## config.mk

```make
export PLATFORM = sky130hd
export DESIGN_NAME = hptc_mod
export DESIGN_NICKNAME = d
export VERILOG_FILES = /design/src/hptc_mod.sv
export SDC_FILE = /design/constraint.sdc
export NUM_CORES = 1
export LEC_CHECK = 0
export ABC_AREA = 1
export BUFFER_PORTS_ARGS = -buffer_cell sky130_fd_sc_hd__buf_2
export CAP_MARGIN = 40
export CORE_MARGIN = 2
export CORE_UTILIZATION = 50
export CTS_CLUSTER_DIAMETER = 30
export DETAILED_ROUTE_END_ITERATION = 10
export PLACE_DENSITY = 0.85
export SLEW_MARGIN = 10
export SYNTH_ARGS = -nofsm -noshare
export SYNTH_HDL_FRONTEND = slang
export SYNTH_SLANG_ARGS = --single-unit
```

## constraint.sdc

```tcl
create_clock -name clock -period 1.7 [get_ports clock]
set_input_delay 0.17 -clock clock [delete_from_list [all_inputs] [get_ports clock]]
set_output_delay 0.17 -clock clock [all_outputs]
set_load 0.05 [all_outputs]
```

## src/hptc_mod.sv

```systemverilog
// bit-serial remainder unit, one dividend bit per cycle
module hptc_mod #(
   parameter int DW = 29,
   parameter int RW = 11
) (
   input  logic          clock,
   input  logic          reset,
   input  logic          start,
   input  logic [DW-1:0] dividend,
   input  logic [RW-1:0] divisor,
   output logic          done,
   output logic [RW-1:0] remainder
);
   localparam int CW = (DW > 1) ? $clog2(DW) : 1;

   logic          busy_ff, busy_in;
   logic          done_ff, done_in;
   logic [CW-1:0] cnt_ff, cnt_in;
   logic [DW-1:0] dvd_ff, dvd_in;
   logic [RW-1:0] dvs_ff, dvs_in;
   logic [RW-1:0] rem_ff, rem_in;
   logic [RW:0]   trial;

   always_comb begin
      busy_in = busy_ff;
      done_in = 1'b0;
      cnt_in  = cnt_ff;
      dvd_in  = dvd_ff;
      dvs_in  = dvs_ff;
      rem_in  = rem_ff;
      trial   = {rem_ff, dvd_ff[DW-1]};
      if (start) begin
         busy_in = 1'b1;
         cnt_in  = CW'(DW - 1);
         dvd_in  = dividend;
         dvs_in  = divisor;
         rem_in  = '0;
      end else if (busy_ff) begin
         if (trial >= {1'b0, dvs_ff}) begin
            rem_in = RW'(trial - {1'b0, dvs_ff});
         end else begin
            rem_in = trial[RW-1:0];
         end
         dvd_in = dvd_ff << 1;
         cnt_in = cnt_ff - 1'b1;
         if (cnt_ff == '0) begin
            busy_in = 1'b0;
            done_in = 1'b1;
         end
      end
   end

   always_ff @(posedge clock) begin
      if (reset) begin
         busy_ff <= 1'b0;
         done_ff <= 1'b0;
      end else begin
         busy_ff <= busy_in;
         done_ff <= done_in;
      end
      cnt_ff <= cnt_in;
      dvd_ff <= dvd_in;
      dvs_ff <= dvs_in;
      rem_ff <= rem_in;
   end

   assign done      = done_ff;
   assign remainder = rem_ff;
endmodule

```

After elaboration in Yosys (flattened, before gate mapping) --
Index checks and enable logic that the tools add are counted.
Operators by class: add/subtract/negate cells 2, mux-type cells 7, magnitude comparators 1, bitwise operators 1, reduce and logical (&&, ||, !) cells 3
Operators by type and width (count):
- $mux W29 | 2
- $ge A12 B11 Y1 | 1
- $mux W11 | 1
- $sub A11 B11 Y11 | 1
- $logic_not A5 Y1 | 1
- $sub A5 B1 Y5 const B | 1
- $mux W1 | 4
- $reduce_or A3 Y1 | 1
- $reduce_bool A2 Y1 | 1
- $not A1 Y1 | 1
Word-level totals: input port bits 43, bits in registers 58, output and inout bits 12

Logic depth before layout (Yosys ltp) --
Gate-level depths: netlist of run 1.
depth in word-level cells 4, gate-level depth with buffers 13, depth with buffers taken out 12

Worst setup path after synthesis of run 1 --
Ideal clock, no wire load.
path kind register to register, start point register rem_ff[0], in the netlist remainder[0], end point register rem_ff[4], in the netlist remainder[4], library setup time 0.152 ns, period minus slack after synthesis 2.079 ns, path buffers 1, path slack -0.379 ns, data arrival time 1.927 ns, stages on the path, launching flop included 12, cell sequence dfxtp_1 inv_1 fa_1 inv_1 nand3_1 nand3_1 nand2_2 nand3_2 buf_6 nand2_1 nand3_1 o21ai_1
Between the ends: word-level cells in the longest chain between the ends 2, elaborated cells on any way between the ends 3, classes of those cells 1 x add/sub; 1 x order compare; 1 x mux
RTL lines:
- start: declaration | line 21 | logic [RW-1:0] rem_ff, rem_in;
- start signal: assignment | line 64 | rem_ff <= rem_in;
- $sub A11 B11 Y11 / $ge A12 B11 Y1 (equally long branches) | line 40, 39
- $mux W11 * | line 39 | if (trial >= {1'b0, dvs_ff}) begin
Mark *: on every way between the ends. The rest lies on a longest branch, timed or not. A chain may end at the register's enable or synchronous reset.

Worst setup path after layout of run 1 --
start point register dvs_ff[0], end point register rem_ff[10], in the netlist remainder[10]
Between the ends: word-level cells in the longest chain between the ends 2, elaborated cells on any way between the ends 3, classes of those cells 1 x add/sub; 1 x order compare; 1 x mux
RTL lines:
- start: declaration | line 20 | logic [RW-1:0] dvs_ff, dvs_in;
- start signal: assignment | line 63 | dvs_ff <= dvs_in;
- $sub A11 B11 Y11 / $ge A12 B11 Y1 (equally long branches) | line 40, 39
- $mux W11 * | line 39
Marks and branches as above.

==> results.cfg, run 1 <==
[cells_and_area]
num_antenna_cells = 0
syn2layout_area_growth_pct = 29.2
register_area_mm2 = 0.00159
utilization_pct = 67.4
fin_nets = 532
drive_gt1_share_pct = 27.1
multiInputGateArea_mm2 = 0.00139
fillers = 506

[yosys]
syn_nets = 447
synthFlopType = edfxtp_1
postSynthAreaPerCell_um2 = 7.97
synth_edf_count = 40
yosysMostFrequentCell = nand2_1
synth-async-reset-ratio_pct = 0
ys_warn_count = 0
ys_seq_area_share_pct = 50.3
synth_common_cells = nand2_1, inv_1, edfxtp_1
synth_area_mm2 = 0.00311
ys_ff_latch = 58
synth_largest_area_cell = edfxtp_1
synth_top_area_share_pct = 38.7
synth_area_leaders = edfxtp_1, nand2_1, dfxtp_1
synth_cell_types = 28
syn_inst = 390

[clocking]
clockBufferDepth = 2
cts_root_buf = clkbuf_8
clk_latency_ns = 0.34
cts.sinks = 58
htreeDepth = 3
tritoncts = done
clk_pin_slew_ns = 0.07
cts_buffers = 9

[setup_path]
critical_path.endpoint_type = flip-flop
reg2reg_from = dvs_ff[0]
startpoint = dvs_ff[0]
critPathArrivalTime_ns = 2.03
cp_top_family = adder cells
setup.worst_path.class = reg -> reg
crit_path_cell_trace = ha_4 > fa_2 > inv_2 > buf_4 > buf_4 > nand3_1 > nand4_1 > nand3_1 > nand2_1 > nand2_1
slowest_stage = edfxtp_1
crit_path_max_fanout = 2
cp.required_ns = 1.94
crit_buf_inv = 3
worst_path_largest_cell_delay_ns = 0.41
startpoint_type = flip-flop

[pwr]
power_frac_seq_pct = 51.2
combPwrFrac_pct = 15.8
power.internal_uw = 2370
swShare_pct = 27.4
switchingPower_uw = 892
report.power.total_uw = 3260
clockPowerShare_pct = 33.0
p_leak_uw = 0.00209
ir_worst_vdd_v = 0.000649
power_density_mw_per_mm2 = 811

[global_route]
grt_pass1_wl_um = 11600
grt_max_degree = 40
track_usage_pct = 20.8
overflow = 0
grt_pass1_vias = 2692
antenna_found_initial = 0

[placed_design]
detailed_place_hpwl_um = 4680
gp_congestion = 0.907
pre_cts_ws_ns = -0.164
port_buffers = 54

[sta]
fin_ws_ns = -0.0874
hold_viol = 0
finClkSkew_ns = 0.0122
setup_violations = 11
hold_slack_ns = 0.0169
fmax_mhz = 559
finalMaxSlewViolations = 0
finalCritPeriodShare_pct = 105
rsz0062_at_grt = yes
period_needed_ns = 1.79
max-slew-margin-rel_pct = 71.3
tns_ns = -0.446
worst_pin_slew_ns = 0.430

[floorplanning]
die_w_um = 82.8
rows = 28
start_util_pct = 52.2
die_area_mm2 = 0.00686
placeableCoreArea_mm2 = 0.00596
pin_count = 55
die_y_um = 82.8

[route]
routed_via_density = 4.88
wl_per_cell_um = 12.3
ant_nets = 0
drtIter0Drc = 132
drc = 0
via_count = 2707
finalWirelength_um = 6830
firstDrtPassIters = 4

[run_status]
outcome = finished, violations left
violations = negative setup slack

[worst_hold_path]
hold_start = reset
hold_path.class = in -> reg

[flow_run]
max_cap_violations = 0
==> metrics by stage <==
stage	area, um^2	std cells
global placement	3580	525
floorplan	3140	390
detailed placement	3580	525
finish	4020	555
CTS	3870	551
global route	4020	555
==> kinds of logic after synthesis <==
group / after synthesis / share of synthesized area [%]
buf+inv: 74 / 9.67
xor+xnor: 3 / 0.846
simple gates: 224 / 30.4
compound gates: 17 / 2.90
flops: 58 / 50.3
fa+ha+maj: 14 / 5.88
==> per-layer routing <==
| metal | vias up | part of all wire, % | global-route usage (%) |
|---|---|---|---|
| li1 | 1411 | - | - |
| met1 | 1226 | 45 | 25.4 |
| met2 | 63 | 49 | 35.3 |
| met3 | 7 | 5.1 | 6.06 |
| met4 | 0 | 0.98 | 7.15 |
| met5 | - | 0 | 0 |
==> registers in the layout, summed over array words and instances, names as in the netlist <==
signal and flops:
dvs_ff 11, done 1, remainder 11, cnt_ff 5, busy_ff 1, dvd_ff 29
==> timing repair <==
item / 4_1_cts / 5_1_grt
cloned: 1 / 0
hold buffers: 6 / 3
setup endpoints to repair: 11 / 11
pin swaps: 4 / 5
resized for setup: 8 / 20
setup buffers: 3 / 1
hold endpoints to repair: 6 / 3
==> layout by cell type, fill, tap and decap left out, types with 5 or more instances in the layout <==
master and instances:
dfxtp_1 8, buf_2 54, buf_4 17, nor2_1 16, clkbuf_8 9, edfxtp_1 40
nand2_2 8, dfxtp_4 6, dlygate4sd3_1 9, a21oi_1 5, nand3_1 24, o21ai_1 5
inv_1 58, inv_2 5, nand4_1 12, ha_1 8, nand2_1 152
==> worst paths after layout <==
path,cells after the start,endpoint,slack [ns]
setup / recovery,10,remainder[10],-0.09
setup reg to reg,10,remainder[10],-0.09
hold reg to reg,1,cnt_ff[4],0.48
hold / removal,2,done,0.02
==> power by group through the flow <==
stage	Combinational, uW	Sequential (uW)	Clock, uW
floorplan	267	1700	0
finish	514	1670	1080
detailed placement	437	1700	0
CTS	469	1670	1100
global route	578	1680	1160
global placement	426	1690	0
==> final cells by class <==
type	instances	area share (%)
inverter	63	5.89
multi-input combinational	259	34.6
timing repair buffer	84	13.6
clock buffer	10	3.18
clock inverter	6	0.841
sequential	58	39.6
tap	75	2.34
No activity file was read; power rests on OpenSTA's default activity.
==> run 2, diff against run 1 <==
--- a/config.mk
+++ b/config.mk
@@ -8,12 +8,13 @@
 export ABC_AREA = 1
 export BUFFER_PORTS_ARGS = -buffer_cell sky130_fd_sc_hd__buf_2
 export CAP_MARGIN = 40
+export CORE_ASPECT_RATIO = 1.1
 export CORE_MARGIN = 2
 export CORE_UTILIZATION = 50
 export CTS_CLUSTER_DIAMETER = 30
 export DETAILED_ROUTE_END_ITERATION = 10
 export PLACE_DENSITY = 0.85
-export SLEW_MARGIN = 10
+export SLEW_MARGIN = 5
 export SYNTH_ARGS = -nofsm -noshare
 export SYNTH_HDL_FRONTEND = slang
 export SYNTH_SLANG_ARGS = --single-unit
==> results.cfg, run 2 (same netlist as run 1, synthesis figures left out) <==
[sta]
finalMaxSlewViolations = 0
finClkSkew_ns = 0.00718
setup_violations = 6
fmax_mhz = 576
finalCritPeriodShare_pct = 102
fin_ws_ns = -0.0356
period_needed_ns = 1.74
max-slew-margin-rel_pct = 72.3
rsz0062_at_grt = yes
hold_slack_ns = 0.100
hold_viol = 0
worst_pin_slew_ns = 0.415

[clocking]
cts.sinks = 58
cts_root_buf = clkbuf_8
tritoncts = done
cts_buffers = 9
htreeDepth = 3
clk_pin_slew_ns = 0.07
clk_latency_ns = 0.33
clockBufferDepth = 2

[setup_path]
crit_path_cell_trace = ha_2 > fa_2 > inv_2 > nand3_2 > nand3_2 > nand2_4 > buf_6 > nand4_2 > nand2_1 > inv_1 > nand2_1 > nand2_1
crit_top_cell = nand2_1
crit_path_max_fanout = 6
cp.required_ns = 1.98
slowest_stage = edfxtp_1
crit_buf_inv = 3
setup.worst_path.class = reg -> reg
worst_path_largest_cell_delay_ns = 0.37
cp_top_family = adder cells
critPathArrivalTime_ns = 2.02
critical_path.endpoint_type = flip-flop
startpoint_type = flip-flop

[run_status]
violations = negative setup slack
outcome = finished, violations left

[route]
drc = 0
drtIter0Drc = 159
ant_nets = 0
finalWirelength_um = 7270
firstDrtPassIters = 4
wl_per_cell_um = 12.9
routed_via_density = 4.90
via_count = 2766

[global_route]
track_usage_pct = 21.8
grt_pass1_wl_um = 11400
grt_max_degree = 32
antenna_found_initial = 0
overflow = 0
grt_pass1_vias = 2678

[floorplanning]
rows = 30
die_area_mm2 = 0.00686
placeableCoreArea_mm2 = 0.00608
die_w_um = 79.2
pin_count = 55
start_util_pct = 51.1
die_y_um = 86.7

[placed_design]
detailed_place_hpwl_um = 5000
port_buffers = 54
gp_congestion = 0.942

[cells_and_area]
syn2layout_area_growth_pct = 30.6
largest-register = dvd_ff
fin_nets = 536
utilization_pct = 66.7
largest_reg_flops = 29
num_antenna_cells = 0
final_cell_mix = nand2_1, inv_1, buf_2
mostFrequentLayoutCell = nand2_1
drive_gt1_share_pct = 27.3

[pwr]
p_leak_uw = 0.00213
ir_worst_vdd_v = 0.000605
power_density_mw_per_mm2 = 802

[worst_hold_path]
hold_path.class = in -> reg

[flow_run]
max_cap_violations = 0
run 2: power breakdown:
group	total, uW	internal, uW	leakage (uW)	switching, uW
Combinational	506	219	0.00148	287
Sequential	1670	1630	0.000559	40.4
Clock	1080	562	0.0000872	518
Total	3260	2410	0.00213	845
run 2: worst reg2reg max path, cell delays in order, from the launching register on:
cell and delay, ns:
edfxtp_1 0.37, ha_2 0.19, fa_2 0.35, inv_2 0.07
nand3_2 0.08, nand3_2 0.09, nand2_4 0.08, buf_6 0.15
nand4_2 0.06, nand2_1 0.05, inv_1 0.08, nand2_1 0.06
nand2_1 0.05
run 2: final cells by class:
| cell class | count | area, um^2 |
|---|---|---|
| clock buffer | 13 | 149 |
| sequential | 58 | 1590 |
| inverter | 63 | 236 |
| tap | 80 | 100 |
| clock inverter | 3 | 15.0 |
| fill | 541 | 2020 |
| multi-input combinational | 259 | 1370 |
| timing repair buffer | 88 | 604 |
run 2: metal layers:
layer / vias to the layer above / track usage, % / wire length [um]
met5: - / 0 / 0
met4: 0 / 11.1 / 139
met3: 15 / 5.94 / 359
met2: 84 / 36.2 / 3620
met1: 1249 / 25.9 / 3140
li1: 1418 / - / -
run 2: per-stage QoR:
stage / cell area (um^2) / worst slack, ns / instances / total power [uW] / setup TNS [ns]
final: 4060 / -0.0356 / 564 / 3260 / -0.0829
after global routing: 4060 / -0.165 / 564 / 3430 / -1.15
after CTS: 3930 / -0.0503 / 561 / 3260 / -0.386
after detailed placement: 3600 / -0.101 / 532 / 2150 / -0.765
after global placement: 3600 / -0.0407 / 532 / 2130 / -0.322
after floorplan: 3140 / -0.000277 / 390 / 1970 / -0.000332
run 2: final timing paths:
check | startpoint | endpoint | slack (ns) | cells after the start
worst max-delay path | dvs_ff[0] | remainder[10] | -0.04 | 12
worst min-delay path | dividend[0] | dvd_ff[0] | 0.10 | 3
worst max register to register | dvs_ff[0] | remainder[10] | -0.04 | 12
worst min register to register | cnt_ff[3] | cnt_ff[3] | 0.47 | 1
run 2: what timing repair did:
action                                  4_1_cts  5_1_grt
pin swaps                                     7        4
gates cloned                                  2        1
buffers inserted                              0        1
hold endpoints to repair                     11        1
gates resized for setup                      10       19
endpoints found under the setup margin       11       11
hold buffers                                 11        1
