===== config.mk =====
export PLATFORM = sky130hd
export DESIGN_NAME = hptc_ram
export DESIGN_NICKNAME = d
export VERILOG_FILES = /design/src/hptc_ram.sv
export SDC_FILE = /design/constraint.sdc
export NUM_CORES = 1
export LEC_CHECK = 0
export ABC_CLOCK_PERIOD_IN_PS = 4100
export BUFFER_PORTS_ARGS = -buffer_cell sky130_fd_sc_hd__buf_2
export CAP_MARGIN = 20
export CORE_UTILIZATION = 50
export DETAILED_ROUTE_END_ITERATION = 12
export PLACE_DENSITY = 0.67
export RECOVER_POWER = 50
export SETUP_SLACK_MARGIN = 0.05
export SLEW_MARGIN = 20
export SYNTH_ARGS = -nofsm -noshare
export SYNTH_HDL_FRONTEND = slang
export SYNTH_SLANG_ARGS = --single-unit

===== constraint.sdc =====
create_clock -name clock -period 4.1 [get_ports clock]
set_input_delay 0 -clock clock [delete_from_list [all_inputs] [get_ports clock]]
set_output_delay 0 -clock clock [all_outputs]
set_load 0.02 [all_outputs]

===== src/hptc_ram.sv =====
// generic single-write, single-read ram with registered read data
module hptc_ram #(
   parameter int WIDTH = 8,
   parameter int DEPTH = 16
) (
   input  logic                                     clock,
   input  logic                                     wr_en,
   input  logic [((DEPTH > 1) ? $clog2(DEPTH) : 1)-1:0] wr_addr,
   input  logic [WIDTH-1:0]                         wr_data,
   input  logic [((DEPTH > 1) ? $clog2(DEPTH) : 1)-1:0] rd_addr,
   output logic [WIDTH-1:0]                         rd_data
);
   logic [WIDTH-1:0] mem [DEPTH];
   logic [WIDTH-1:0] rd_data_ff;

   always_ff @(posedge clock) begin
      if (wr_en) begin
         mem[wr_addr] <= wr_data;
      end
      rd_data_ff <= mem[rd_addr];
   end

   assign rd_data = rd_data_ff;
endmodule


# [After elaboration in Yosys (flattened, before gate mapping)]
# Memories as Yosys holds them, arrays and structs flattened. A register that Yosys moved wholly into a read port is not among the register bits.
# Index checks and enable logic that the tools add are counted.
[word_totals] ff_bits=0 ram_bits=128 out_inout_bits=8 elab_cells=3 mem_count=1
[classes] muxes=2
[mem_list] memory="mem" depth=16 width=8 read_ports=1 rd_clocked_by_memory_dff=1 write_ports=1 line="13" text="logic [WIDTH-1:0] mem [DEPTH];"
[op_table] operator="2-to-1 mux 1 bit" count=2

# [Logic depth before layout (Yosys ltp)]
# Gate-level depths: netlist of run 1.
[depth] depth_word=2 mapped_depth=5 mapped_depth_nobuf=3

# [Least setup slack after synthesis of run 1]
# Ideal clock, no wire load.
[synth_timing] path_kind="in2reg" start="input port wr_addr[2] (netlist bit)" end="memory mem[0][0] (enable)" setup_ps=383 t_arrival_ps=1110 required_time_ps=3717 slack_ps=2607 path_stages=2 path_buffers=0 cell_sequence="or3b_2 -> nor3_1"
[synth_lines] item="start, declared" line="8" text="input logic [((DEPTH > 1) ? $clog2(DEPTH) : 1)-1:0] wr_addr,"
[synth_lines] item="end, declared" line="13"
# Straight into the memory's write port.

# [Worst setup path in the final report of run 1]
[layout_timing] start="input port wr_addr[1] (netlist bit)" end="memory mem[0][4] (enable)"
# Straight into the memory's write port.

==> metrics.txt, run 1 <==
synth unique cells 19; via count of the routed design ~2400; Routability Congestion approximately 0.76; cell class contributing the biggest share of worst-path delay buffers and inverters; clock latency on the worst-skew pair roughly 0.51 ns; number of synthesized flops with an enable pin approximately 130; share of post-route cells with drive strength above 1 between 20 and 25%; count of nets left with antenna violations after detail routing 0; post-synthesis instance total about 230; Async SR Flop Fraction 0%; Worst EP required between 4 and 5 ns; worst hold path stage count 4; worst setup path endpoint mem[0][4]; netlist area before placement 5150 um^2; first-pass GRT wire length about 15000 um; clock skew after layout 0.00830 ns; Slew @ Worst Pin about 0.93 ns; number of cells on the worst reg-to-reg path 3; starting utilization of the core area about 52%; register bit total from synthesis about 140; Slowest cell on crit path sky130_fd_sc_hd__dlygate4sd3_1; H-tree Lvls 4; Ports 26; final critical-path setup slack ~2.4 ns; vias in the first global route between 2000 and 2500; Avg Synthesized Cell Area ~22 um^2; accumulated negative setup slack 0 ns; critical path type in2reg; crit share post-route 40.7%; number of detailed-route iterations in the first pass 4; Placeable Area around 10000 um^2; Min-Delay Startpoint rd_addr[2]; data arrival at the endpoint of the critical path 1.81 ns; Hold Vio Cnt, Final 0; primary flip-flop cell chosen by synthesis mapping sky130_fd_sc_hd__edfxtp_1; Hold WC Path Type in2reg; growth of design area from synthesis to finish 17.4%; sequential-to-total area share from yosys stat between 70 and 80%; endpoint of the lowest-slack register-to-register path rd_data[7]; Crit. path cell count 4; cts-stage hold buffer count 11; net count of the mapped netlist 247; clock buffers created by TritonCTS 17; largest fanout on the critical path 8; via-per-instance ratio 5.74; detailed-placement wirelength estimate just under 6000 um; Net count, final 295; peak ir drop on the vdd network 0.260 mV; CTS tree done; reg-to-reg slack, setup between 2 and 3 ns; area of the die 10700 um^2; count of standard-cell rows 36; critical path launch point type input port; pin count of the biggest net entering global routing 33; run status finished, final reports clean; wire length per cell 23.4 um; n_diodes 0; Total Routing Usage GR roughly a fifth; final setup violation count 0; fillcell total between 700 and 800; critical-path cell list dlygate4sd3_1, clkbuf_1, nor3_2, dlygate4sd3_1; count of buffers added by post-CTS timing repair for setup 0; number of resized instances in the post-cts repair step 0; leakage power 2.01 nW; initial antenna violation count 0; clock input transition at the sequential cells of the worst setup and hold paths approximately 0.050 ns; number of violations of the max-capacitance limit 0; utilization of the core after routing between 60% and 70%; CTS root buf sky130_fd_sc_hd__clkbuf_8; source of the critical timing path wr_addr[1]; achievable clock frequency around 0.60 GHz; Pwr per Cell Area 522 nW/um^2; unrepaired setup endpoints after global routing false; total gr overflow 0; number of max-slew violations in the final report 0; I/O Buffers 25; Worst Setup Slack post-DPL about 2.1 ns; capturing element type of the critical path flip-flop; worst-case clock buffer depth 2; DRC 0; number of warnings printed during yosys synthesis 0; total wirelength of the detailed-routed design between 9000 and 10000 um; total clock sinks between 100 and 150; die extent in y 103 um; WP buf/inv 3; Max stage delay on crit path just under 0.9 ns; origin of the critical flop-to-flop path mem[9][7]; worst max-slew margin expressed relative to the limit 37.5%; detailed router's first-iteration violation count 150; crit path time final about 1.7 ns; Die Span X between 100 and 150 um; cell seen most often among critical-path stages sky130_fd_sc_hd__dlygate4sd3_1
-- synthesized netlist by cell type (2+ instances only) --
cell / count / area [um^2]
sky130_fd_sc_hd__mux4_1: 14 / 368
sky130_fd_sc_hd__dfxtp_1: 8 / 160
sky130_fd_sc_hd__nor3_1: 4 / 20.0
sky130_fd_sc_hd__nand2b_1: 2 / 12.5
sky130_fd_sc_hd__nand2_1: 9 / 33.8
sky130_fd_sc_hd__edfxtp_1: 128 / 3840
sky130_fd_sc_hd__clkdlybuf4s25_2: 3 / 30.0
sky130_fd_sc_hd__mux4_2: 18 / 405
sky130_fd_sc_hd__buf_2: 3 / 15.0
sky130_fd_sc_hd__nor2_1: 13 / 48.8
sky130_fd_sc_hd__nand3b_1: 2 / 15.0
sky130_fd_sc_hd__a22oi_1: 16 / 120
sky130_fd_sc_hd__buf_6: 3 / 33.8
-- stage by stage --
stage | instances | hold slack [ns] | cell area (um^2) | power [mW]
after floorplan | 229 | 0.0989 | 5150 | 1.68
after global placement | 380 | 0.378 | 5380 | 1.74
after detailed placement | 380 | 0.402 | 5390 | 1.74
after CTS | 423 | 0.0612 | 6060 | 3.18
after global routing | 423 | 0.0940 | 6040 | 3.25
final | 423 | 0.0799 | 6040 | 3.16
-- power breakdown --
group | total [mW] | internal, mW | leakage (nW) | switching, mW
sequential | 1.57 | 1.56 | 1.22 | 0.00946
combinational | 0.154 | 0.0612 | 0.508 | 0.0931
clock | 1.44 | 0.930 | 0.275 | 0.508
total | 3.16 | 2.55 | 2.01 | 0.611
-- registers in the layout, summed over array words and instances (netlist names) --
register / count
mem: 128
rd_data: 8
-- logic make-up after synthesis --
group | Yosys count | share of synthesized area [%]
AO/OA/AOI/OAI | 16 | 2.33
AND/OR/NAND/NOR | 35 | 3.18
multiplexers | 32 | 15.0
buffers and inverters | 10 | 1.68
flip-flops | 136 | 77.8
-- worst min path at each step --
stage | endpoint | slack, ns
after floorplan | mem[0][0] | 0.1
after global placement | mem[11][4] | 0.38
after detailed placement | mem[11][4] | 0.40
after CTS | rd_data[5] | 0.06
after global routing | rd_data[1] | 0.09
final | rd_data[1] | 0.08
-- routing by layer --
metal	global-route usage, %	vias to the layer above	wire, um	share of wire [%]
met5	0	-	0	0
met4	9.10	0	75	0.76
met3	4.91	6	768	7.7
met2	31.7	103	4890	49
met1	29.3	1247	4180	42
li1	-	1073	-	-
-- cell type report --
class                           count  area (um^2)  share of cell area, %
Timing Repair Buffer               39          243                   4.02
Clock buffer                       29          499                   8.26
Clock inverter                      3         65.1                   1.08
Sequential cell                   136         4000                   66.2
Multi-Input combinational cell     83         1070                   17.7
Tap cell                          133          166                   2.75
-- cell usage in the layout (no fill, tap or decap) --
master / Yosys / layout
sky130_fd_sc_hd__a22oi_1: 16 / 16
sky130_fd_sc_hd__and2_1: 1 / 1
sky130_fd_sc_hd__and2b_1: 1 / 1
sky130_fd_sc_hd__buf_2: 3 / 16
sky130_fd_sc_hd__buf_4: 1 / 2
sky130_fd_sc_hd__bufinv_16: 0 / 2
sky130_fd_sc_hd__clkbuf_1: 0 / 18
sky130_fd_sc_hd__clkbuf_16: 0 / 16
sky130_fd_sc_hd__clkbuf_8: 0 / 5
sky130_fd_sc_hd__clkinv_2: 0 / 1
sky130_fd_sc_hd__dfxtp_1: 8 / 8
sky130_fd_sc_hd__dlygate4sd3_1: 0 / 11
sky130_fd_sc_hd__edfxtp_1: 128 / 128
sky130_fd_sc_hd__mux4_1: 14 / 14
sky130_fd_sc_hd__mux4_2: 18 / 18
sky130_fd_sc_hd__nand2_1: 9 / 9
sky130_fd_sc_hd__nand2b_1: 2 / 2
sky130_fd_sc_hd__nand3_1: 1 / 1
sky130_fd_sc_hd__nand3b_1: 2 / 2
sky130_fd_sc_hd__nor2_1: 13 / 13
sky130_fd_sc_hd__nor2b_1: 1 / 1
sky130_fd_sc_hd__nor3_1: 4 / 2
sky130_fd_sc_hd__nor3_2: 0 / 2
sky130_fd_sc_hd__or3b_2: 1 / 1
-- worst min-delay path, cell delays in order --
cell                      delay, ns
sky130_fd_sc_hd__buf_2         0.11
sky130_fd_sc_hd__nor2b_1       0.16
sky130_fd_sc_hd__a22oi_1       0.21
sky130_fd_sc_hd__nand2_1       0.06
Note: power is estimated with default switching activity, not from simulation.
==> run 2, diff against run 1 <==
ABC_CLOCK_PERIOD_IN_PS = 1400   (was 4100)
PLACE_DENSITY = 0.7   (was 0.67)
clock period = 1.4 ns   (was 4.1 ns; I/O delays follow)
==> run 2 against run 1 <==
Effect of this change: largest power group unchanged; utilization increased by 1.8 points; die area is the same; critical path type is now reg2reg; first-iteration DRC count shrank 23%; worst hold slack got worse by 0.045 ns; largest cell class unchanged; highest routed layer unchanged; final cell count grew 3.5%.
==> metrics.txt, run 2 (synthesized netlist as in run 1, its figures left out) <==
run status finished, final reports clean; DRC 0 (unchanged); H-tree Lvls 4 (unchanged); area of the die 10700 um^2 (unchanged); total clock sinks 136 (unchanged); Slowest cell on crit path sky130_fd_sc_hd__mux4_1; starting utilization of the core area 52.2% (unchanged); count of standard-cell rows 36 (unchanged); clock buffers created by TritonCTS 17 (unchanged); post-route cell area 6220 um^2 (+2.9%); Max stage delay on crit path 0.54 ns (-0.33 ns); unrepaired setup endpoints after global routing true; peak ir drop on the vdd network 0.728 mV (+180%); Ports 26 (unchanged); number of violations of the max-capacitance limit 0 (unchanged); count of nets left with antenna violations after detail routing 0 (unchanged); leakage power 2.08 nW (+3.7%); critical path type reg2reg; Routability Congestion 0.721 (-5.0%); worst-case clock buffer depth 2 (unchanged); via-per-instance ratio 5.48 (-4.5%); detailed-placement wirelength estimate 5740 um (-3.8%); CTS root buf sky130_fd_sc_hd__clkbuf_8; die extent in y 103 um (unchanged); post-layout power 9.50 mW (+200%); data arrival at the endpoint of the critical path 1.73 ns (-0.08 ns); number of max-slew violations in the final report 0 (unchanged); clock skew after layout 0.0124 ns (+0.00406 ns); CTS tree done; Slew @ Worst Pin 0.763 ns (-0.171 ns); largest fanout on the critical path 1 (-7); commonest cells after routing, fill and taps aside 128 x sky130_fd_sc_hd__edfxtp_1, 19 x sky130_fd_sc_hd__mux4_2, 19 x sky130_fd_sc_hd__buf_2; detailed router's first-iteration violation count 115 (-23%); WP buf/inv 0 (-3); clock input transition at the sequential cells of the worst setup and hold paths 0.06 ns (about the same); clock latency on the worst-skew pair 0.51 ns (about the same); Pwr per Cell Area 1530 nW/um^2 (+190%); Placeable Area 9860 um^2 (unchanged); total wirelength of the detailed-routed design 9170 um (-7.5%); cell class contributing the biggest share of worst-path delay multiplexers; vias in the first global route 2463 (+1.6%); Worst EP required 1.80 ns (-2.45 ns); crit share post-route a little over nine tenths; I/O Buffers 25 (unchanged); reg-to-reg slack, setup 0.07 ns (-2.57 ns); final hold slack 0.0347 ns (-0.0452 ns); initial antenna violation count 0 (unchanged); achievable clock frequency 0.752 GHz; via count of the routed design 2402 (-1.1%); capturing element type of the critical path flip-flop; critical path launch point type flip-flop; critical-path cell list mux4_1, a22oi_2, nand2_1; Die Span X 103 um (unchanged); count of buffers added by post-CTS timing repair for setup 0 (unchanged); pin count of the biggest net entering global routing 33 (unchanged); Net count, final 310 (+5.1%); total gr overflow 0 (unchanged); number of detailed-route iterations in the first pass 4 (unchanged); Area after DPL 5570 um^2 (+3.3%); Hold Vio Cnt, Final 0 (unchanged); Total Routing Usage GR 19.5% (-1.4 points); crit path time final 1.33 ns; share of post-route cells with drive strength above 1 27.5% (+5.8 points); Hold WC Path Type in2reg; final setup violation count 0 (unchanged); growth of design area from synthesis to finish 20.9%; wire length per cell 20.9 um (-11%); n_diodes 0 (unchanged); worst max-slew margin expressed relative to the limit 49.1% (+12 points); first-pass GRT wire length 14000 um (-4.7%); Most flops, register mem; most frequent standard cell in the layout excluding fill and tap cells sky130_fd_sc_hd__edfxtp_1; Largest register FFs 128 (unchanged)
[run 2: metrics by stage]
step | cells | setup TNS (ns) | util (%) | worst slack (ns)
after global placement | 398 | 0 | 56.4 | 0.0357
after detailed placement | 398 | -0.0137 | 56.4 | -0.0137
after floorplan | 229 | 0 | - | 0.134
final | 438 | 0 | 63.1 | 0.0706
after global routing | 438 | 0 | 63.1 | 0.0103
after CTS | 438 | 0 | 63.4 | 0.0716
[run 2: where the power goes]
part | internal (mW) | leakage, nW | total [mW] | switching, mW
Combinational | 0.208 | 0.573 | 0.473 | 0.265
Sequential | 4.55 | 1.22 | 4.58 | 0.0294
Clock | 2.88 | 0.283 | 4.45 | 1.57
Total | 7.64 | 2.08 | 9.50 | 1.86
[run 2: routing by layer]
metal / part of all wire, % / global-route usage (%)
met1: 44 / 26.1
met4: 1.2 / 8.45
met5: 0 / 0
met2: 51 / 30.9
met3: 4.1 / 4.64
[run 2: area by class of cell]
class / count / area (um^2)
multi-input combinational: 83 / 1080
clock inverter: 13 / 178
clock buffer: 19 / 422
timing repair buffer: 54 / 368
fill: 679 / 3640
sequential: 136 / 4000
tap: 133 / 166
[run 2: what timing repair did]
action,CTS,global route
hold endpoints to repair,128,0
endpoints found under the setup margin,2,3
hold buffers,8,0
resized for setup,3,3
[run 2: worst paths after layout]
check                   from    endpoint  cells after the start
setup / recovery   mem[9][2]  rd_data[2]                      3
hold / removal    wr_addr[0]   mem[0][5]                      3
setup reg to reg   mem[9][2]  rd_data[2]                      3
hold reg to reg    mem[3][3]  rd_data[3]                      3
[run 2: tightest hold or removal path, cell delays in order]
cell                     delay, ns
sky130_fd_sc_hd__buf_2        0.14
sky130_fd_sc_hd__nor3_2       0.05
sky130_fd_sc_hd__buf_4        0.17
